File: src/rtl/core/mvt_pkg.sv
// shared types, constants and helpers for the 4x4 matrix vertex transform
// no dependencies; imported by every module in rtl/core
package mvt_pkg;

  localparam int unsigned Dim      = 4;
  localparam int unsigned QW       = 32;               // Q16.16 word
  localparam int unsigned FracBits = 16;
  localparam int unsigned ProdW    = 2 * QW;           // full product
  localparam int unsigned TruncW   = ProdW - FracBits; // product after dropping fraction
  localparam int unsigned AccW     = TruncW + 2;       // exact sum of four products
  localparam int unsigned IdxW     = 4;
  localparam int unsigned ColW     = $clog2(Dim);
  localparam int unsigned OpW      = 2;

  localparam logic [OpW-1:0] OpLoad      = 2'd0;
  localparam logic [OpW-1:0] OpTranslate = 2'd1;
  localparam logic [OpW-1:0] OpTransform = 2'd2;

  typedef logic signed [QW-1:0]    comp_t;
  typedef logic signed [ProdW-1:0] prod_t;
  typedef logic signed [AccW-1:0]  acc_t;

  localparam comp_t OneQ    = comp_t'(32'sh0001_0000);
  localparam comp_t CompMax = {1'b0, {(QW-1){1'b1}}};
  localparam comp_t CompMin = {1'b1, {(QW-1){1'b0}}};
  localparam acc_t  AccMax  = {{(AccW-QW+1){1'b0}}, {(QW-1){1'b1}}};
  localparam acc_t  AccMin  = {{(AccW-QW+1){1'b1}}, {(QW-1){1'b0}}};

  // one transaction as it walks down the row cells
  typedef struct packed {
    logic [OpW-1:0]    op;
    logic [IdxW-1:0]   idx;
    comp_t             value;
    comp_t [Dim-1:0]   comp;   // x, y, z, w
    acc_t  [Dim-1:0]   acc;    // running column sums
  } item_t;

  function automatic comp_t sat_q(input acc_t s);
    comp_t r;
    if (s > AccMax) begin
      r = CompMax;
    end else if (s < AccMin) begin
      r = CompMin;
    end else begin
      r = s[QW-1:0];
    end
    return r;
  endfunction

  // floor of a Q16.16 product, widened for accumulation
  function automatic acc_t trunc_prod(input prod_t p);
    logic signed [TruncW-1:0] t;
    t = p[ProdW-1:FracBits];
    return acc_t'(t);
  endfunction

endpackage

File: src/rtl/core/mvt_sat.sv
// output stage: saturates the column sums of transform transactions and holds
// the result until taken; drops other transactions; depends on mvt_pkg
module mvt_sat (
  input  logic                           clk_i,
  input  logic                           rst_ni,
  input  logic                           in_valid_i,
  output logic                           in_ready_o,
  input  mvt_pkg::item_t                 in_item_i,
  output logic                           out_valid_o,
  input  logic                           out_stall_i,
  output mvt_pkg::comp_t [mvt_pkg::Dim-1:0] out_comp_o
);
  import mvt_pkg::*;

  logic            out_valid_q;
  comp_t [Dim-1:0] out_comp_q;
  logic            slot_free;
  logic            is_xform;

  assign slot_free  = !out_valid_q || !out_stall_i;
  assign is_xform   = (in_item_i.op == OpTransform);
  assign in_ready_o = slot_free || !is_xform;

  always_ff @(posedge clk_i or negedge rst_ni) begin
    if (!rst_ni) begin
      out_valid_q <= 1'b0;
    end else if (slot_free) begin
      out_valid_q <= in_valid_i && is_xform;
    end
  end

  always_ff @(posedge clk_i) begin
    if (slot_free && in_valid_i && is_xform) begin
      for (int c = 0; c < Dim; c++) begin
        out_comp_q[c] <= sat_q(in_item_i.acc[c]);
      end
    end
  end

  assign out_valid_o = out_valid_q;
  assign out_comp_o  = out_comp_q;

  rose_from_xform: assert property (@(posedge clk_i) disable iff (!rst_ni)
    $rose(out_valid_q) |-> $past(in_valid_i && is_xform))
    else $error("result appeared without a transform transaction");

endmodule

File: config.mk
export PLATFORM = sky130hd
export DESIGN_NAME = mvt_sat
export DESIGN_NICKNAME = d
export VERILOG_FILES = /design/src/rtl/core/mvt_pkg.sv /design/src/rtl/core/mvt_sat.sv
export SDC_FILE = /design/constraint.sdc
export NUM_CORES = 1
export LEC_CHECK = 0
export BUFFER_PORTS_ARGS = -buffer_cell sky130_fd_sc_hd__buf_2
export CORE_AREA = 2 2 196 198
export DETAILED_ROUTE_END_ITERATION = 6
export DIE_AREA = 0 0 198 200
export PLACE_DENSITY = 0.46
export SETUP_SLACK_MARGIN = 0.02
export SYNTH_ARGS = -nofsm -noshare
export SYNTH_HDL_FRONTEND = slang
export SYNTH_SLANG_ARGS = --single-unit
File: constraint.sdc
create_clock -name clk_i -period 12.6 [get_ports clk_i]
set_input_delay 1.26 -clock clk_i [delete_from_list [all_inputs] [get_ports clk_i]]
set_output_delay 1.26 -clock clk_i [all_outputs]
set_load 0.01 [all_outputs]
# == Yosys cells after proc, flatten, opt, wreduce, memory -nomap -nowiden ==
# Cells that the tools add are included.
# Widths: inputs -> output; s select.
# word_totals
reg_bits,129
inputBits,370
out_inout_bits,130
word_cells,26
# op_classes
n_lt_le_gt_ge,8
eq_ne,1
muxes,4
n_reduce_logical,8
# ops
op,n
$gt 50x32->1 const B,4
$lt 50x32->1 const B,4
$mux 32,4
$logic_and 1x1->1,3
$logic_not 1->1,3
$eq 2x2->1 const B,1
$logic_or 1x1->1,2

# == Logic depth before layout (Yosys ltp) ==
# Gate-level depths: netlist (run 1).
# depth
ltp_word,4
depth_mapped,5
ltp_nobuf,4

# == Worst setup path before layout (run 1) ==
# Ideal clock, no wire load.
# synth_timing
path_type,input -> register
from,in in_item_i[365] (netlist name)
to,"reg out_comp_q, in the netlist out_comp_o[0] (enable)"
setup_ns,0.658
t_arrival_ns,7.672
required_time_ns,11.942
path_slack_ns,4.270
cell_stages,3
n_path_buf,0
cell_sequence,nor2b_1 > nand2_1 > a21oi_1
# synth_via
elab_chain_cells,2
# synth_rtl
element,line_no,text
from (decl),mvt_sat.sv:8,"input mvt_pkg::item_t in_item_i,"
$eq 2x2->1,mvt_sat.sv:21,assign is_xform = (in_item_i.op == OpTransform);
$logic_and 1x1->1,mvt_sat.sv:33,if (slot_free && in_valid_i && is_xform) begin
"to (signal, indexed assignment)",mvt_sat.sv:35,out_comp_q[c] <= sat_q(in_item_i.acc[c]);
to (decl),mvt_sat.sv:16,comp_t [Dim-1:0] out_comp_q;
# No other way between the ends.
# A chain may end at the register's enable or synchronous reset.

# == Final worst setup path (run 1) ==
# layout_timing
from,in in_item_i[364] (netlist name)
to,"reg out_comp_q, in the netlist out_comp_o[111] (enable)"
# The elaborated chain is that of the path after synthesis.

==> results of run 1 <==
[worst register-to-register path, delay by kind of cell, from the launching register on]
family / cells / cell delay [ns]
buf+inv: 2 / 1.60
flops: 1 / 0.44
compound gates: 1 / 0.16
[per-layer routing]
| layer | track usage | routed length (µm) |
|---|---|---|
| met3 | 0.0470 | 1910 |
| met1 | 0.110 | 8070 |
| met4 | 0.0278 | 195 |
| met5 | 0 | 0 |
| met2 | 0.159 | 9220 |
[report_power, final]
part	switching [mW]	internal, mW	total (mW)	leakage [nW]
combinational	0.0578	0.0499	0.108	2.18
clock	0.206	0.314	0.520	0.292
sequential	0.00329	0.489	0.492	1.17
total	0.267	0.853	1.12	3.64
[how the worst min path moves through the flow]
stage                      startpoint          end  slack, ns  cells past startpoint
final                          rst_ni  out_valid_o       0.60                      1
after global placement    out_valid_o  out_valid_o       0.57                      2
after detailed placement  out_valid_o  out_valid_o       0.58                      2
after floorplan           out_valid_o  out_valid_o       0.54                      2
after CTS                      rst_ni  out_valid_o       0.57                      1
after global routing           rst_ni  out_valid_o       0.56                      1
[layout by cell type, fill, tap and decap left out, drive strengths merged]
cell / instances
a21o: 124
a21oi: 1
a31oi: 4
and3: 4
buf: 343
bufinv: 3
clkbuf: 18
clkinv: 4
clkinvlp: 2
dfrtp: 1
edfxtp: 128
inv: 5
nand2: 7
nand3: 1
nand4: 16
nor2: 4
nor2b: 1
nor4: 16
o31ai: 4
or3: 4
[through the flow]
stage / utilization / hold slack (ns)
after global routing: 0.221 / 0.564
after CTS: 0.221 / 0.565
after floorplan: - / 0.538
after detailed placement: 0.205 / 0.581
after global placement: 0.205 / 0.574
final: 0.221 / 0.602
[Yosys cell counts (4+ instances only)]
| library cell | number |
|---|---|
| edfxtp_1 | 128 |
| a21o_1 | 120 |
| clkbuf_1 | 16 |
| nand4_1 | 16 |
| nor4_1 | 16 |
| buf_6 | 12 |
| nand2_1 | 7 |
| a21o_2 | 4 |
| a31oi_1 | 4 |
| and3_1 | 4 |
| nor2_1 | 4 |
| o31ai_4 | 4 |
| or3_4 | 4 |
[logic make-up after synthesis]
| kind of cell | Yosys count | share of synthesized area |
|---|---|---|
| AND/OR/NAND/NOR | 53 | 0.0594 |
| flip-flops | 129 | 0.711 |
| buffers and inverters | 28 | 0.0359 |
| AO/OA/AOI/OAI | 133 | 0.193 |
[flip-flops by register name (all words and copies together) (netlist names)]
name / flops
out_valid_o: 1
out_comp_o: 128
[area by class of cell]
cell class                 count  area, µm²  area share
clock buffer                  18        429      0.0518
clock inverter                14        176      0.0213
multi-input combinational    186       1430       0.172
sequential                   129       3870       0.467
tap                          511        639      0.0772
timing repair buffer         343       1740       0.210
==> metrics.txt, run 1 <==
die width 198 µm; initial antenna violation count 0; worst skew pair latency between 0.4 and 0.5 ns; period utilisation layout 0.265; post-synth top area share 0.707; Non-Filler Instances approximately 1.2k; cells along the critical path buf_2, nor2b_1, nand2_1, a21oi_4, buf_4, buf_4; launch point of the worst path in_item_i[364]; FFs w/ async S/R, synth 0.00775; Syn. warnings 0; Post-Route WL 19400 µm; first-pass GRT wire length 27500 µm; Placed Instances about 1.2k; Pwr per Cell Area 135 nW/µm²; Final ANT Viol Nets 0; grt ovf 0; vias in the first global route 4533; Final Max Slew Viols 0; Initial Utilization 0.145; Max stage delay on crit path 0.85 ns; port bufs 335; Worst R2R Path Depth 3; Setup crit end kind register; H-tree depth 4; stages on the worst setup path 6; CTS tree yes; Hold Vio Cnt, Final 0; Post-synth EDFFs 128; Setup Total Neg Slack 0 ns; leakage ~3.6 nW; Clk pin slew, worst setup/hold paths ~0.06 ns; synthesized flop and latch total 129; clk_skew slightly above 0.006 ns; clock sinks 129; ranking of synthesized cells by area edfxtp_1 71%, a21o_1 17%, buf_6 2.5%, nand4_1 1.8%, nor4_1 1.8%; data required time of the worst path 12.65 ns; Filler cells between 4k and 5k; Cells after Synth ~340; largest net degree at the start of global routing 70; RSZ-0062 raised after global routing false; PnR worst setup slack 9.26 ns; GP Congestion 0.759; clock root buffer clkbuf_16; Die Y 200 µm; post-DP HPWL 14700 µm; R2R Path Start out_valid_o; first-iteration detailed-routing DRC count 88; hold_buf cts 0; nets@finish 1047; CP Class in2reg; gr usage total 0.0963; core area 37400 µm²; reg2reg end out_comp_o[111]; crit path max fanout between 60 and 70; Core Rows 71; ys flop type edfxtp_1; Post-Place Setup Slack roughly 8.8 ns; drt pass-1 iters 4; worst slew pin tran 0.972 ns; area added between synthesis and finish 52.2%; placed cell area between 7000 and 8000 µm²; DRC Markers 0; Startpoint Class input port; setup violators final 0; register area share after synthesis 0.711; CP Capture Point out_comp_o[111]; CP max-delay cell buf_4; Syn Std Cell Area 5440 µm²; average wire per standard cell 16.1 µm; io pins 500; # diodes 0; arrival time at the worst endpoint 3.38 ns; Clock Tree Buf Depth 2; biggest area consumer among synthesized cells edfxtp_1; Tmin final 3.34 ns; number of gates resized after cts 0; fmax 300 MHz; Worst path top cell family by delay buffers and inverters; routed vias 4368; most used cell, CP buf_4; Post-CTS Repair Setup Buffers 0; synth unique cells 17; max-cap violations 0; Avg Cell Area, Syn 15.9 µm²; share of layout cells above drive strength 1 0.567; Hold Crit Class in2async; Net Count, Synth around 710; total power approximately 1.1 mW; CTS Buf Count 17; VDD IR-drop max 84.8 µV; detailed-route vias per instance 3.64; setup slack, reg-to-reg 9.98 ns; Rel. slew slack 0.352; final non-filler cell area between 8000 and 9000 µm²; area of the die between 30000 and 40000 µm²; CP Buf/Inv Count 3; status finished clean
(Power assumes the default switching activity.)
==> run 2: changes to the inputs <==
CORE_AREA = 2 2 195 197   (was 2 2 196 198)
DIE_AREA = 0 0 197 199   (was 0 0 198 200)
PLACE_DENSITY = 0.48   (was 0.46)
clock period = 3 ns   (was 12.6 ns; I/O delays follow)
==> run 2 against run 1 <==
  * Critical path depth down 4
  * Critical endpoint is now out_comp_o[60]
  * Worst setup slack lost 7.9 ns
  * Clock power grew to 3.9 times the previous value
  * Highest routed layer is now met5
  * Via count down 0.66%
  * Sequential power grew to 4.2 times the previous value
  * Sequential share of layout area is essentially flat
  * Hold slack lost 0.49 ns
  * Clock skew about the same
==> metrics.txt, run 2 (synthesis gave the netlist of run 1 again) <==
average wire per standard cell 16.2 µm; Core Rows just over 70; CTS Buf Count 17; clock sinks 129; final non-filler cell area about 8300 µm²; drt pass-1 iters 6; port bufs 335; initial antenna violation count 4; Largest register FFs 128; Startpoint Class register; first-iteration detailed-routing DRC count 143; period utilisation layout 0.557; status finished clean; detailed-route vias per instance between 3 and 4; GP Congestion roughly 0.73; area added between synthesis and finish 52.3%; first-pass GRT wire length 27000 µm; vias in the first global route 4563; largest net degree at the start of global routing between 50 and 60; gr usage total 0.0969; DRC Markers 0; share of layout cells above drive strength 1 0.573; leading cell type in the layout, fill and taps excluded buf_2; max-cap violations 0; routed vias 4339; RSZ-0062 raised after global routing false; CTS tree yes; Rel. slew slack 0.326; clock root buffer clkbuf_16; grt ovf 0; Initial Utilization 0.146; Post-CTS Repair Setup Buffers 0; Filler cells 4011; placed cell area 7690 µm²; arrival time at the worst endpoint 1.77 ns; fmax 599 MHz; hold_buf cts 1; most frequent cells in the layout 335 x buf_2, 128 x edfxtp_1, 120 x a21o_1; nets@finish 1052; core area 37100 µm²; Pwr per Cell Area around 550 nW/µm²; number of gates resized after cts 0; Clock Tree Buf Depth 2; area of the die 39200 µm²; leakage 3.66 nW; worst skew pair latency 0.43 ns; clk_skew 0.00640 ns; post-DP HPWL between 10000 and 15000 µm; Setup crit end kind register; setup violators final 0; Tmin final 1.67 ns; Layout Utilization 0.223; VDD IR-drop max around 370 µV; Final Max Slew Viols 0; H-tree depth 4; io pins 500; Hold Crit Class in2reg; data required time of the worst path just over 3 ns; Clk pin slew, worst setup/hold paths 0.06 ns; crit path max fanout 56; Hold Vio Cnt, Final 0; Final ANT Viol Nets 0; die width 197 µm; Post-Route WL approximately 19000 µm; worst slew pin tran roughly 1 ns; CP Class reg2reg; Die Y 199 µm
run 2: cell count changes in the layout (fill, tap and decap cells not counted), sizes merged:
cell	change
buf	+4
bufinv	-2
clkbuf	-1
diode	+1
dlygate4sd3	+1
inv	+3
run 2: cell type report:
cell class	count	area, µm²	area share
Timing Repair Buffer	348	1800	0.218
Antenna cell	1	2.50	0.000302
Multi-Input combinational cell	186	1440	0.174
Sequential cell	129	3870	0.467
Tap cell	474	593	0.0716
Clock buffer	17	425	0.0514
Clock inverter	15	150	0.0181
run 2: per-stage QoR:
stage | worst slack, ns | instances | hold WS [ns] | total power, mW | setup TNS [ns]
6_report | 1.33 | 1170 | 0.110 | 4.57 | 0
3_3_place_gp | 0.922 | 1136 | 0.0763 | 2.57 | 0
3_5_place_dp | 0.942 | 1136 | 0.0787 | 2.57 | 0
4_1_cts | 1.26 | 1169 | 0.0664 | 4.69 | 0
5_1_grt | 1.21 | 1170 | 0.0793 | 4.78 | 0
2_1_floorplan | -0.0254 | 343 | 0.00441 | 2.31 | -3.25
run 2: per-layer routing:
metal  vias to the layer above  wire (µm)  track usage
met5                         -         36            0
met4                         6        333       0.0420
met3                        19       2310       0.0551
met2                       252       8670        0.154
met1                      2014       7610        0.106
li1                       2048          -            -
run 2: worst max-delay path, cell delays in order (launching register included):
cell,delay (ns)
dfrtp_2,0.44
a21oi_4,0.48
buf_12,0.35
run 2: report_power, final:
part           switching [mW]  total [mW]  leakage, nW  internal, mW
registers              0.0131        2.07         1.17          2.05
clock network           0.885        2.05        0.277          1.17
logic                   0.241       0.459         2.22         0.217
run 2: path summary, 6_finish.rpt:
check | startpoint | to | depth (start not counted) | slack (ns)
min | in_valid_i | out_valid_o | 3 | 0.11
max reg2reg | out_valid_o | out_comp_o[60] | 2 | 1.33
max | out_valid_o | out_comp_o[60] | 2 | 1.33
min reg2reg | out_valid_o | out_valid_o | 2 | 0.55
min in group asynchronous | rst_ni | out_valid_o | 2 | 0.17
max in group asynchronous | rst_ni | out_valid_o | 2 | 2.74
==> run 3: changes to the inputs <==
clock period = 1.4 ns   (was 3 ns; I/O delays follow)
==> run 3 against run 2 <==
  * Die area unchanged
  * Register-to-register slack lost 1.3 ns
  * Sequential power rose by 110%
  * Critical endpoint is now out_comp_o[88]
  * Flip-flop and latch count unchanged
  * Clock skew up 0.0017 ns
  * Power rose by 130%
  * Critical path depth grew 2
  * First-iteration DRC count increased by 32%
  * Hold slack lost 0.082 ns
  * Clock power increased by 120%
  * Largest cell class unchanged
  * Sequential share of layout area is 7.8 points lower
  * Maximum frequency grew 22%
==> metrics.txt, run 3 (synthesis gave the netlist of run 1 again) <==
post-DP HPWL roughly 15000 µm; R2R Path Start out_valid_o; clk_skew approximately 0.0081 ns; Rel. slew slack 0.789; H-tree depth 4; core area ~37000 µm²; period utilisation layout 0.980; routed vias between 4k and 5k; Clock Tree Buf Depth 2; io pins 500; Layout Utilization 0.268; PnR worst setup slack 0.0281 ns; fmax 729 MHz; CTS Buf Count 17; clock sinks between 100 and 150; Final Max Slew Viols 0; Final ANT Viol Nets 0; Startpoint Class register; Post-Route WL 19400 µm; worst skew pair latency roughly 0.42 ns; max-cap violations 0; final non-filler cell area 9940 µm²; leading cell type in the layout, fill and taps excluded buf_2; average wire per standard cell 14.6 µm; placed cell area 8110 µm²; arrival time at the worst endpoint 1.50 ns; Die Y between 150 and 200 µm; vias in the first global route ~5.1k; GP Congestion 0.710; leakage approximately 4.4 nW; Hold Crit Class in2reg; Worst R2R Path Depth 4; VDD IR-drop max 749 µV; CP Class reg2reg; share of layout cells above drive strength 1 0.512; reg2reg end out_comp_o[88]; data required time of the worst path 1.53 ns; grt ovf 0; area added between synthesis and finish 82.7%; gr usage total 0.0951; die width 197 µm; Largest register FFs 128; setup violators final 0; CTS tree yes; most frequent cells in the layout 335 x buf_2, 128 x edfxtp_1, 120 x a21o_1; total power just over 10 mW; port bufs 335; nets@finish between 1k and 1.5k; drt pass-1 iters 6; Setup crit end kind register; largest net degree at the start of global routing 29; detailed-route vias per instance 3.71; CP Capture Point out_comp_o[88]; setup slack, reg-to-reg 0.03 ns; Hold Vio Cnt, Final 0; # diodes 0; area of the die 39200 µm²; RSZ-0062 raised after global routing true; Pwr per Cell Area 1040 nW/µm²; first-pass GRT wire length approximately 28000 µm; initial antenna violation count 2; Post-Place Setup Slack -0.148 ns; status finished clean; DRC Markers 0; Core Rows between 70 and 80; hold_sp in_item_i[9]; Initial Utilization 0.146; worst slew pin tran about 0.32 ns; Clk pin slew, worst setup/hold paths ~0.060 ns; Tmin final 1.37 ns; launch point of the worst path out_valid_o; crit path max fanout 14; first-iteration detailed-routing DRC count between 150 and 200; clock root buffer clkbuf_16
-- run 3: cell types whose count changed in the layout (fill, tap and decap cells not counted), sizes merged --
cell	change
buf	+42
bufinv	+2
clkinv	+5
clkinvlp	+1
diode	-1
dlygate4sd3	+115
inv	-8
-- run 3: metrics by stage --
step	setup TNS, ns	hold slack [ns]	std cells
after floorplan	-205.73	-0.156	343
after global placement	-16.21	-0.0834	1171
after detailed placement	-15.10	-0.0816	1171
after CTS	0	0.000238	1318
after global routing	0	0.00921	1326
final	0	0.0274	1326
-- run 3: worst min-delay path by stage --
stage                     end  slack (ns)  cells after the start
6_report        out_comp_o[9]        0.03                      2
5_1_grt        out_comp_o[76]       0.009                      2
4_1_cts        out_comp_o[85]      0.0002                      2
3_5_place_dp      out_valid_o       -0.08                      1
3_3_place_gp      out_valid_o       -0.08                      1
2_1_floorplan     out_valid_o       -0.16                      0
-- run 3: routing by layer --
layer / routed length, µm / track usage / vias to the layer above
met5: 27 / 0 / -
met4: 206 / 0.0309 / 4
met3: 1880 / 0.0487 / 18
met2: 9260 / 0.155 / 206
met1: 8020 / 0.107 / 2338
li1: - / - / 2358
-- run 3: final cells by class --
| type | instances | area [µm²] |
|---|---|---|
| clock buffers | 17 | 425 |
| flip-flops and latches | 129 | 3870 |
| multi-input cells | 186 | 1450 |
| fillers | 3876 | 27200 |
| repair buffers | 505 | 3430 |
| well taps | 474 | 593 |
| clock inverters | 15 | 169 |
-- run 3: repair_timing --
item                                    4_1_cts  5_1_grt
hold buffers                                115        1
gates resized for setup                       0        4
setup buffers                                 0        7
pin swaps                                     1        1
endpoints found under the setup margin       21       21
endpoints found under the hold margin       113        1
-- run 3: critical path, stage by stage (launching register included) --
cell and delay, ns:
dfrtp_2 0.42, a21oi_4 0.22, buf_6 0.13, buf_12 0.15, buf_12 0.15
-- run 3: power by group --
group | internal [mW] | switching [mW]
clock | 2.78 | 1.73
sequential | 4.40 | 0.0292
combinational | 0.779 | 0.584
